## config.mk

```make
export PLATFORM = sky130hd
export DESIGN_NAME = acr_cell
export DESIGN_NICKNAME = d
export VERILOG_FILES = /design/src/acr_pkg.sv /design/src/acr_cell.sv
export SDC_FILE = /design/constraint.sdc
export NUM_CORES = 1
export LEC_CHECK = 0
export ABC_AREA = 1
export BUFFER_PORTS_ARGS = -buffer_cell sky130_fd_sc_hd__buf_4
export CORE_MARGIN = 2
export CORE_UTILIZATION = 55
export DETAILED_ROUTE_END_ITERATION = 6
export GPL_ROUTABILITY_DRIVEN = 0
export GPL_TIMING_DRIVEN = 0
export PLACE_DENSITY = 0.74
export SETUP_SLACK_MARGIN = 0.05
export SLEW_MARGIN = 20
export SYNTH_ARGS = -nofsm -noshare
export SYNTH_HDL_FRONTEND = slang
export SYNTH_SLANG_ARGS = --single-unit
```

## constraint.sdc

```tcl
create_clock -name clk -period 8.5 [get_ports clk]
set_clock_uncertainty 0.15 [all_clocks]
set_input_delay 1.275 -clock clk [delete_from_list [all_inputs] [get_ports clk]]
set_output_delay 1.275 -clock clk [all_outputs]
set_load 0.1 [all_outputs]
```

## src/acr_pkg.sv

```systemverilog
// Shared types, widths and helpers for the box collision resolver.
package acr_pkg;

    localparam int MAX_OBSTACLES = 8;
    localparam int COORD_BITS    = 16;

    localparam int SIZE_BITS  = 15;
    localparam int HALF_BITS  = SIZE_BITS - 1;
    localparam int COUNT_BITS = 4;
    localparam int ENTRY_BITS = 3;
    localparam int HIT_BITS   = 4;

    localparam int IDX_W = (MAX_OBSTACLES > 1) ? $clog2(MAX_OBSTACLES) : 1;
    // common width for comparing cell index against count / entry index
    localparam int CMP_W = ((IDX_W > COUNT_BITS) ? IDX_W : COUNT_BITS) + 1;

    // extended width for bounds, pushes and overlaps
    localparam int EXT_W = ((COORD_BITS > SIZE_BITS) ? COORD_BITS : SIZE_BITS) + 3;

    localparam int HIT_SAT = 15;
    localparam int HIT_MAX = (MAX_OBSTACLES < HIT_SAT) ? MAX_OBSTACLES : HIT_SAT;

    // input tdata layout
    localparam int IN_ENTRY_LSB = 0;
    localparam int IN_OX_LSB    = IN_ENTRY_LSB + ENTRY_BITS;
    localparam int IN_OY_LSB    = IN_OX_LSB + COORD_BITS;
    localparam int IN_OW_LSB    = IN_OY_LSB + COORD_BITS;
    localparam int IN_OH_LSB    = IN_OW_LSB + SIZE_BITS;
    localparam int IN_TX_LSB    = IN_OH_LSB + SIZE_BITS;
    localparam int IN_TY_LSB    = IN_TX_LSB + COORD_BITS;
    localparam int IN_BITS      = IN_TY_LSB + COORD_BITS;
    localparam int IN_DATA_W    = ((IN_BITS + 7) / 8) * 8;

    // output tdata layout
    localparam int OUT_RX_LSB  = 0;
    localparam int OUT_RY_LSB  = OUT_RX_LSB + COORD_BITS;
    localparam int OUT_HIT_LSB = OUT_RY_LSB + COORD_BITS;
    localparam int OUT_BITS    = OUT_HIT_LSB + HIT_BITS;
    localparam int OUT_DATA_W  = ((OUT_BITS + 7) / 8) * 8;

    localparam int CFG_INDEX_W = 2;
    localparam int CFG_DATA_W  = SIZE_BITS;

    localparam logic [SIZE_BITS-1:0] MOVER_SIZE_RESET = SIZE_BITS'(512);

    typedef enum logic [CFG_INDEX_W-1:0] {
        CFG_OBSTACLE_COUNT = 2'd0,
        CFG_MOVER_WIDTH    = 2'd1,
        CFG_MOVER_HEIGHT   = 2'd2
    } cfg_reg_t;

    typedef enum logic {
        REQ_WRITE   = 1'b0,
        REQ_RESOLVE = 1'b1
    } req_t;

    typedef struct packed {
        logic                         valid;
        req_t                         req_type;
        logic [ENTRY_BITS-1:0]        entry_index;
        logic signed [COORD_BITS-1:0] obs_x;
        logic signed [COORD_BITS-1:0] obs_y;
        logic [SIZE_BITS-1:0]         obs_w;
        logic [SIZE_BITS-1:0]         obs_h;
        logic signed [COORD_BITS-1:0] pos_x;
        logic signed [COORD_BITS-1:0] pos_y;
        logic [HIT_BITS-1:0]          hits;
    } item_t;

    typedef struct packed {
        logic                    active;
        logic signed [EXT_W-1:0] lo_p_x;
        logic signed [EXT_W-1:0] hi_p_x;
        logic signed [EXT_W-1:0] lo_p_y;
        logic signed [EXT_W-1:0] hi_p_y;
        logic signed [EXT_W-1:0] lo_o_x;
        logic signed [EXT_W-1:0] hi_o_x;
        logic signed [EXT_W-1:0] lo_o_y;
        logic signed [EXT_W-1:0] hi_o_y;
        logic signed [EXT_W-1:0] push_l;
        logic signed [EXT_W-1:0] push_r;
        logic signed [EXT_W-1:0] push_d;
        logic signed [EXT_W-1:0] push_u;
        logic signed [EXT_W-1:0] ctr_x;
        logic signed [EXT_W-1:0] ctr_y;
    } geom_t;

    function automatic logic signed [COORD_BITS-1:0] sat_coord(
        input logic signed [EXT_W-1:0] v
    );
        logic signed [EXT_W-1:0] hi;
        logic signed [EXT_W-1:0] lo;
        hi = EXT_W'((64'sd1 <<< (COORD_BITS - 1)) - 64'sd1);
        lo = -hi - EXT_W'(1);
        if (v > hi)
        begin
            return hi[COORD_BITS-1:0];
        end
        else if (v < lo)
        begin
            return lo[COORD_BITS-1:0];
        end
        return v[COORD_BITS-1:0];
    endfunction

endpackage

```

## src/acr_cell.sv

```systemverilog
// One obstacle cell: owns one table entry, two pipeline stages (bounds, then push).
module acr_cell
    import acr_pkg::*;
(
    input  logic                  clk,
    input  logic                  rst_n,
    input  logic                  adv,
    input  logic [IDX_W-1:0]      cell_index,
    input  logic [COUNT_BITS-1:0] obstacle_count,
    input  logic [HALF_BITS-1:0]  mover_half_x,
    input  logic [HALF_BITS-1:0]  mover_half_y,
    input  item_t                 item_in,
    output item_t                 item_out
);

    logic signed [COORD_BITS-1:0] ent_x_reg;
    logic signed [COORD_BITS-1:0] ent_y_reg;
    logic [SIZE_BITS-1:0]         ent_w_reg;
    logic [SIZE_BITS-1:0]         ent_h_reg;

    item_t item_a_reg;
    geom_t geom_a_reg;
    geom_t geom_next;
    item_t item_b_reg;
    item_t item_b_next;

    logic entry_match;
    logic in_range;

    logic signed [EXT_W-1:0] px;
    logic signed [EXT_W-1:0] py;
    logic signed [EXT_W-1:0] ox;
    logic signed [EXT_W-1:0] oy;
    logic signed [EXT_W-1:0] mhx;
    logic signed [EXT_W-1:0] mhy;
    logic signed [EXT_W-1:0] ohx;
    logic signed [EXT_W-1:0] ohy;

    logic                    overlap;
    logic signed [EXT_W-1:0] ovx_a;
    logic signed [EXT_W-1:0] ovx_b;
    logic signed [EXT_W-1:0] ovy_a;
    logic signed [EXT_W-1:0] ovy_b;
    logic signed [EXT_W-1:0] ovx;
    logic signed [EXT_W-1:0] ovy;
    logic signed [EXT_W-1:0] cur_x;
    logic signed [EXT_W-1:0] cur_y;

    assign entry_match = CMP_W'(item_in.entry_index) == CMP_W'(cell_index);
    assign in_range    = CMP_W'(cell_index) < CMP_W'(obstacle_count);

    // The write beat updates the entry when it passes this cell, so beats ahead of it
    // see the old entry and beats behind it see the new one.
    always_ff @(posedge clk)
    begin
        if (adv && item_in.valid && item_in.req_type == REQ_WRITE && entry_match)
        begin
            ent_x_reg <= item_in.obs_x;
            ent_y_reg <= item_in.obs_y;
            ent_w_reg <= item_in.obs_w;
            ent_h_reg <= item_in.obs_h;
        end
    end

    // stage A: box bounds and candidate push positions
    always_comb
    begin
        px  = EXT_W'(item_in.pos_x);
        py  = EXT_W'(item_in.pos_y);
        ox  = EXT_W'(ent_x_reg);
        oy  = EXT_W'(ent_y_reg);
        mhx = EXT_W'($signed({1'b0, mover_half_x}));
        mhy = EXT_W'($signed({1'b0, mover_half_y}));
        ohx = EXT_W'($signed({2'b00, ent_w_reg[SIZE_BITS-1:1]}));
        ohy = EXT_W'($signed({2'b00, ent_h_reg[SIZE_BITS-1:1]}));

        geom_next.active = item_in.req_type == REQ_RESOLVE && in_range;
        geom_next.lo_p_x = px - mhx;
        geom_next.hi_p_x = px + mhx;
        geom_next.lo_p_y = py - mhy;
        geom_next.hi_p_y = py + mhy;
        geom_next.lo_o_x = ox - ohx;
        geom_next.hi_o_x = ox + ohx;
        geom_next.lo_o_y = oy - ohy;
        geom_next.hi_o_y = oy + ohy;
        geom_next.push_l = ox - ohx - mhx;
        geom_next.push_r = ox + ohx + mhx;
        geom_next.push_d = oy - ohy - mhy;
        geom_next.push_u = oy + ohy + mhy;
        geom_next.ctr_x  = ox;
        geom_next.ctr_y  = oy;
    end

    always_ff @(posedge clk or negedge rst_n)
    begin
        if (!rst_n)
        begin
            item_a_reg.valid <= 1'b0;
        end
        else if (adv)
        begin
            item_a_reg <= item_in;
            geom_a_reg <= geom_next;
        end
    end

    // stage B: strict overlap test, smaller-axis push, saturation
    always_comb
    begin
        overlap = (geom_a_reg.lo_p_x < geom_a_reg.hi_o_x) &&
                  (geom_a_reg.hi_p_x > geom_a_reg.lo_o_x) &&
                  (geom_a_reg.lo_p_y < geom_a_reg.hi_o_y) &&
                  (geom_a_reg.hi_p_y > geom_a_reg.lo_o_y);
        ovx_a = geom_a_reg.hi_p_x - geom_a_reg.lo_o_x;
        ovx_b = geom_a_reg.hi_o_x - geom_a_reg.lo_p_x;
        ovy_a = geom_a_reg.hi_p_y - geom_a_reg.lo_o_y;
        ovy_b = geom_a_reg.hi_o_y - geom_a_reg.lo_p_y;
        ovx   = (ovx_a < ovx_b) ? ovx_a : ovx_b;
        ovy   = (ovy_a < ovy_b) ? ovy_a : ovy_b;
        cur_x = EXT_W'(item_a_reg.pos_x);
        cur_y = EXT_W'(item_a_reg.pos_y);

        item_b_next = item_a_reg;
        if (geom_a_reg.active && overlap)
        begin
            // tie goes vertical
            if (ovx < ovy)
            begin
                item_b_next.pos_x = sat_coord((cur_x < geom_a_reg.ctr_x) ?
                                              geom_a_reg.push_l : geom_a_reg.push_r);
            end
            else
            begin
                item_b_next.pos_y = sat_coord((cur_y < geom_a_reg.ctr_y) ?
                                              geom_a_reg.push_d : geom_a_reg.push_u);
            end
            if (item_a_reg.hits != HIT_BITS'(HIT_SAT))
            begin
                item_b_next.hits = item_a_reg.hits + HIT_BITS'(1);
            end
        end
    end

    always_ff @(posedge clk or negedge rst_n)
    begin
        if (!rst_n)
        begin
            item_b_reg.valid <= 1'b0;
        end
        else if (adv)
        begin
            item_b_reg <= item_b_next;
        end
    end

    assign item_out = item_b_reg;

endmodule

```

After elaboration in Yosys (flattened, before gate mapping)
Index checks and enable logic that the tools add are counted.
{ "classes": {"n_addsub": 17, "order_cmp": 14, "eq_ne": 2, "n_mux": 22, "n_bitwise": 1, "reduce_logical": 9} }
{ "op_table": {"columns": ["op", "count"], "rows": [
  ["two-way mux 16 bit", 8],
  ["two-way mux 19 bit", 4],
  ["adder 16 x 15 -> 17 bit", 4],
  ["subtractor 16 x 15 -> 17 bit", 4],
  ["< comparator 19 bit", 3],
  ["greater-than comparator 19 x 16 -> 1 bit (second input constant)", 2],
  ["greater-than comparator 19 x 17 -> 1 bit", 2],
  ["< comparator 19 x 16 -> 1 bit (second input constant)", 2],
  ["< comparator 19 x 17 -> 1 bit", 2],
  ["subtractor 17 x 19 -> 19 bit", 2],
  ["subtractor 19 x 17 -> 19 bit", 2],
  ["adder 17 x 15 -> 18 bit", 2],
  ["two-way mux 36 bit", 1],
  ["subtractor 17 x 15 -> 18 bit", 2],
  ["< comparator 16 bit", 2],
  ["logical AND 1 bit", 8],
  ["two-way mux 1 bit", 8],
  ["adder 4 x 1 -> 4 bit (second input constant)", 1],
  ["< comparator 3 x 4 -> 1 bit", 1],
  ["two-way mux 4 bit", 1],
  ["!= test 4 bit (second input constant)", 1],
  ["equality test 3 bit", 1],
  ["AND reduction 2 bit", 1],
  ["inverter 1 bit", 1]
]} }
{ "word_totals": {"regBits": 521, "output_inout_bits": 103} }

Depth between registers and ports, before layout
{ "logic_depth": {"word_depth": 10, "mapped_depth": 43, "mapped_depth_nobuf": 41} }

Least setup slack after synthesis
Ideal clock, no wire load.
{ "synth_timing": {"kind": "input-to-reg", "from": "in rst_n", "to": "reg item_a_reg (netlist bit cur_x[0]) (enable)", "setup_time_ns": 0.788, "arrival_time_ns": 9.746, "path_slack_ns": -2.184, "cell_stages": 2, "path_buffers": 0, "cell_sequence": "nand2_1 inv_1"} }
{ "synth_via": {"elab_chain_cells": 1} }
{ "synth_rtl": {"columns": ["element", "line", "text"], "rows": [
  ["from (decl)", "acr_cell.sv:6", "input logic rst_n,"],
  ["AND reduction 2 bit (no line)", null, null],
  ["to (signal assigned)", "acr_cell.sv:102", "item_a_reg <= item_in;"],
  ["to (decl)", "acr_cell.sv:21", "item_t item_a_reg;"]
]} }
No other way between the ends.
A chain may end at the register's enable or synchronous reset.

==> run summary <==
Post-CTS sizing: 0
Post-synthesis register bit count: 503
Mean Syn Cell Area: 10.28 sq um
Number of global-route vias before repair: 21520
Remaining global-route overflow: 0
Crit-path max cell delay: 0.46 ns
Post-synth top area share: 0.5079
Detailed Route WL: 72.71 mm
DP Wirelength: 57.24 mm
DP Worst Slack: 0.9564 ns
Die ar.: 55730 sq um
Drc violations: 0
VDD IR max: 182.0 uV
Finished Cell Area: 34490 sq um
Power per cell area: 217.6 nW/um^2
Max Cap Violations: 0
Leading area contributor after synthesis: edfxtp_1
Outcome: finished, final reports clean
Area Growth Syn to Fin: 16.45%
Pre-Repair DR Iteration Count: 7
Unique masters post-synth: 50
Mapped Cells: 2880
Crit path time final: 7.795 ns
CP max-delay cell: a211oi_1
Max Fclk: 128.3 MHz
Top-count cell post-synth: nand2_1
Total count of hold-check failures in the final report: 0
WL/cell: 18.45 um
Initial Util: 0.5537
Min-Delay Path Class: reg -> reg
Ant diodes: 0
Synth async-reset ratio: 0.003976
Post-synth EDFFs: 501
Min Hold Slack: 0.2636 ns
Leak pwr: 15.52 nW
Multi-input logic area: 12830 sq um
Gr usage total: 0.2586
CP dominant cell by count: nand2_1
DP Area: 32680 sq um
Worst-Margin Slew: 1.037 ns
Synth Flop Type: edfxtp_1
CP Launch Type: flop
Final-report setup violation count: 0
# rows: 85
DP Cell Count: 3842
Core ar.: 53500 sq um
Share of layout cells above drive strength 1: 0.1230
Crit path arrival time: 7.94 ns
Clock sink total: 503
Top area cells in the synthesized netlist: edfxtp_1 51%, ha_1 14%, nand2_1 7.1%
Rel. slew slack: 0.3013
Final Worst Setup Slack: 0.7045 ns
Die Y: 236.1 um
CTS hold repair buffers: 0
Initial antenna violation count: 0
Register area: 15090 sq um
Later-pin clock latency in the skew report: 0.61 ns
Setup_tns: 0 ns
First-pass GRT wire length: 113.7 mm
Total power: 7.506 mW
# Post-CTS Setup Buffers: 0
IO Pins: 244
Pin count of the biggest net entering global routing: 40
Seq/Total Area, Yosys: 0.5096
FILL cells: 4102
YS warnings: 0
Crit Path Category: reg -> reg
Post-Syn Nets: 3359
Max H-tree Level: 2
Inserted Clock Buffers: 53
Clock buffer depth: 3
Max FO, Critical Path: 10
Remaining antenna violation count: 0
RSZ-0062 raised after global routing: false
Mapped Area: 29620 sq um
CTS root buffer: clkbuf_16
Vias post-DR: 22020
Final non-filler cell total: 3941
Fin crit share: 0.9171
Clock-pin transition on the worst setup and hold timing paths: 0.06 ns
I/O Buffers: 243
Die width: 236.1 um
Detailed Route Iter0 Violations: 2139
Commonest cells post-synth: 563 x nand2_1, 501 x edfxtp_1, 397 x inv_1
Vias per cell: 5.586
Fin util: 0.6448
WP data required: 8.65 ns
Number of flip-flops in the largest register: 237
CTS tree: yes
Max-slew violations: 0
Nets: 3680
Crit. End Element: flop
[power breakdown]
group / switching (mW) / internal, mW
combinational: 1.44 / 0.671
sequential: 0.0532 / 2.92
clock: 0.969 / 1.45
total: 2.46 / 5.04
[final timing paths]
| check | startpoint | to | slack [ns] | depth (start not counted) |
|---|---|---|---|---|
| worst max register to register | geom_a_reg[247] | item_out[5] | 0.70 | 38 |
| worst min-delay path | item_a_reg[101] | item_out[101] | 0.26 | 0 |
| min in group asynchronous | rst_n | item_a_reg[102] | 0.32 | 1 |
| max in group asynchronous | rst_n | item_out[102] | 7.76 | 1 |
| worst max-delay path | geom_a_reg[247] | item_out[5] | 0.70 | 38 |
| worst min register to register | item_a_reg[101] | item_out[101] | 0.26 | 0 |
[critical path: cells and delay by family (launching register included)]
| family | cells | cell delay, ns |
|---|---|---|
| AO/OA/AOI/OAI | 12 | 2.23 |
| AND/OR/NAND/NOR | 15 | 2.16 |
| adder cells (fa/ha/maj) | 4 | 1.11 |
| buffers and inverters | 5 | 0.84 |
| XOR/XNOR | 2 | 0.56 |
| flip-flops | 1 | 0.42 |
[area by class of cell]
class                           instances  share of cell area
Inverter                              402             0.04386
Tap cell                              696             0.02525
Clock inverter                         35             0.01172
Clock buffer                           64             0.04088
Multi-Input combinational cell       1935              0.3720
Buffer                                 40            0.006021
Sequential cell                       503              0.4376
Timing Repair Buffer                  266             0.06268
[cells in the final DEF, fill, tap and decap left out, drive strengths merged, types with 43 or more instances in the layout]
master / n
a21oi: 250
buf: 282
clkbuf: 88
edfxtp: 501
ha: 322
inv: 400
nand2: 584
nand3: 136
nand4: 46
nor2: 88
o21ai: 132
xnor2: 43
xor2: 183
[per-layer routing]
metal  share of wire  vias up  GRT usage
li1                -    10570          -
met1            0.43    10340     0.3643
met2            0.45      957     0.4076
met3           0.086      149    0.04985
met4           0.028        0    0.07740
met5               0        -          0
[logic make-up after synthesis]
group	share of synthesized area
compound gates	0.09006
xor+xnor	0.06683
fa+ha+maj	0.1468
buf+inv	0.05796
flops	0.5096
simple gates	0.1287
Power figures use the tool's default switching activity.
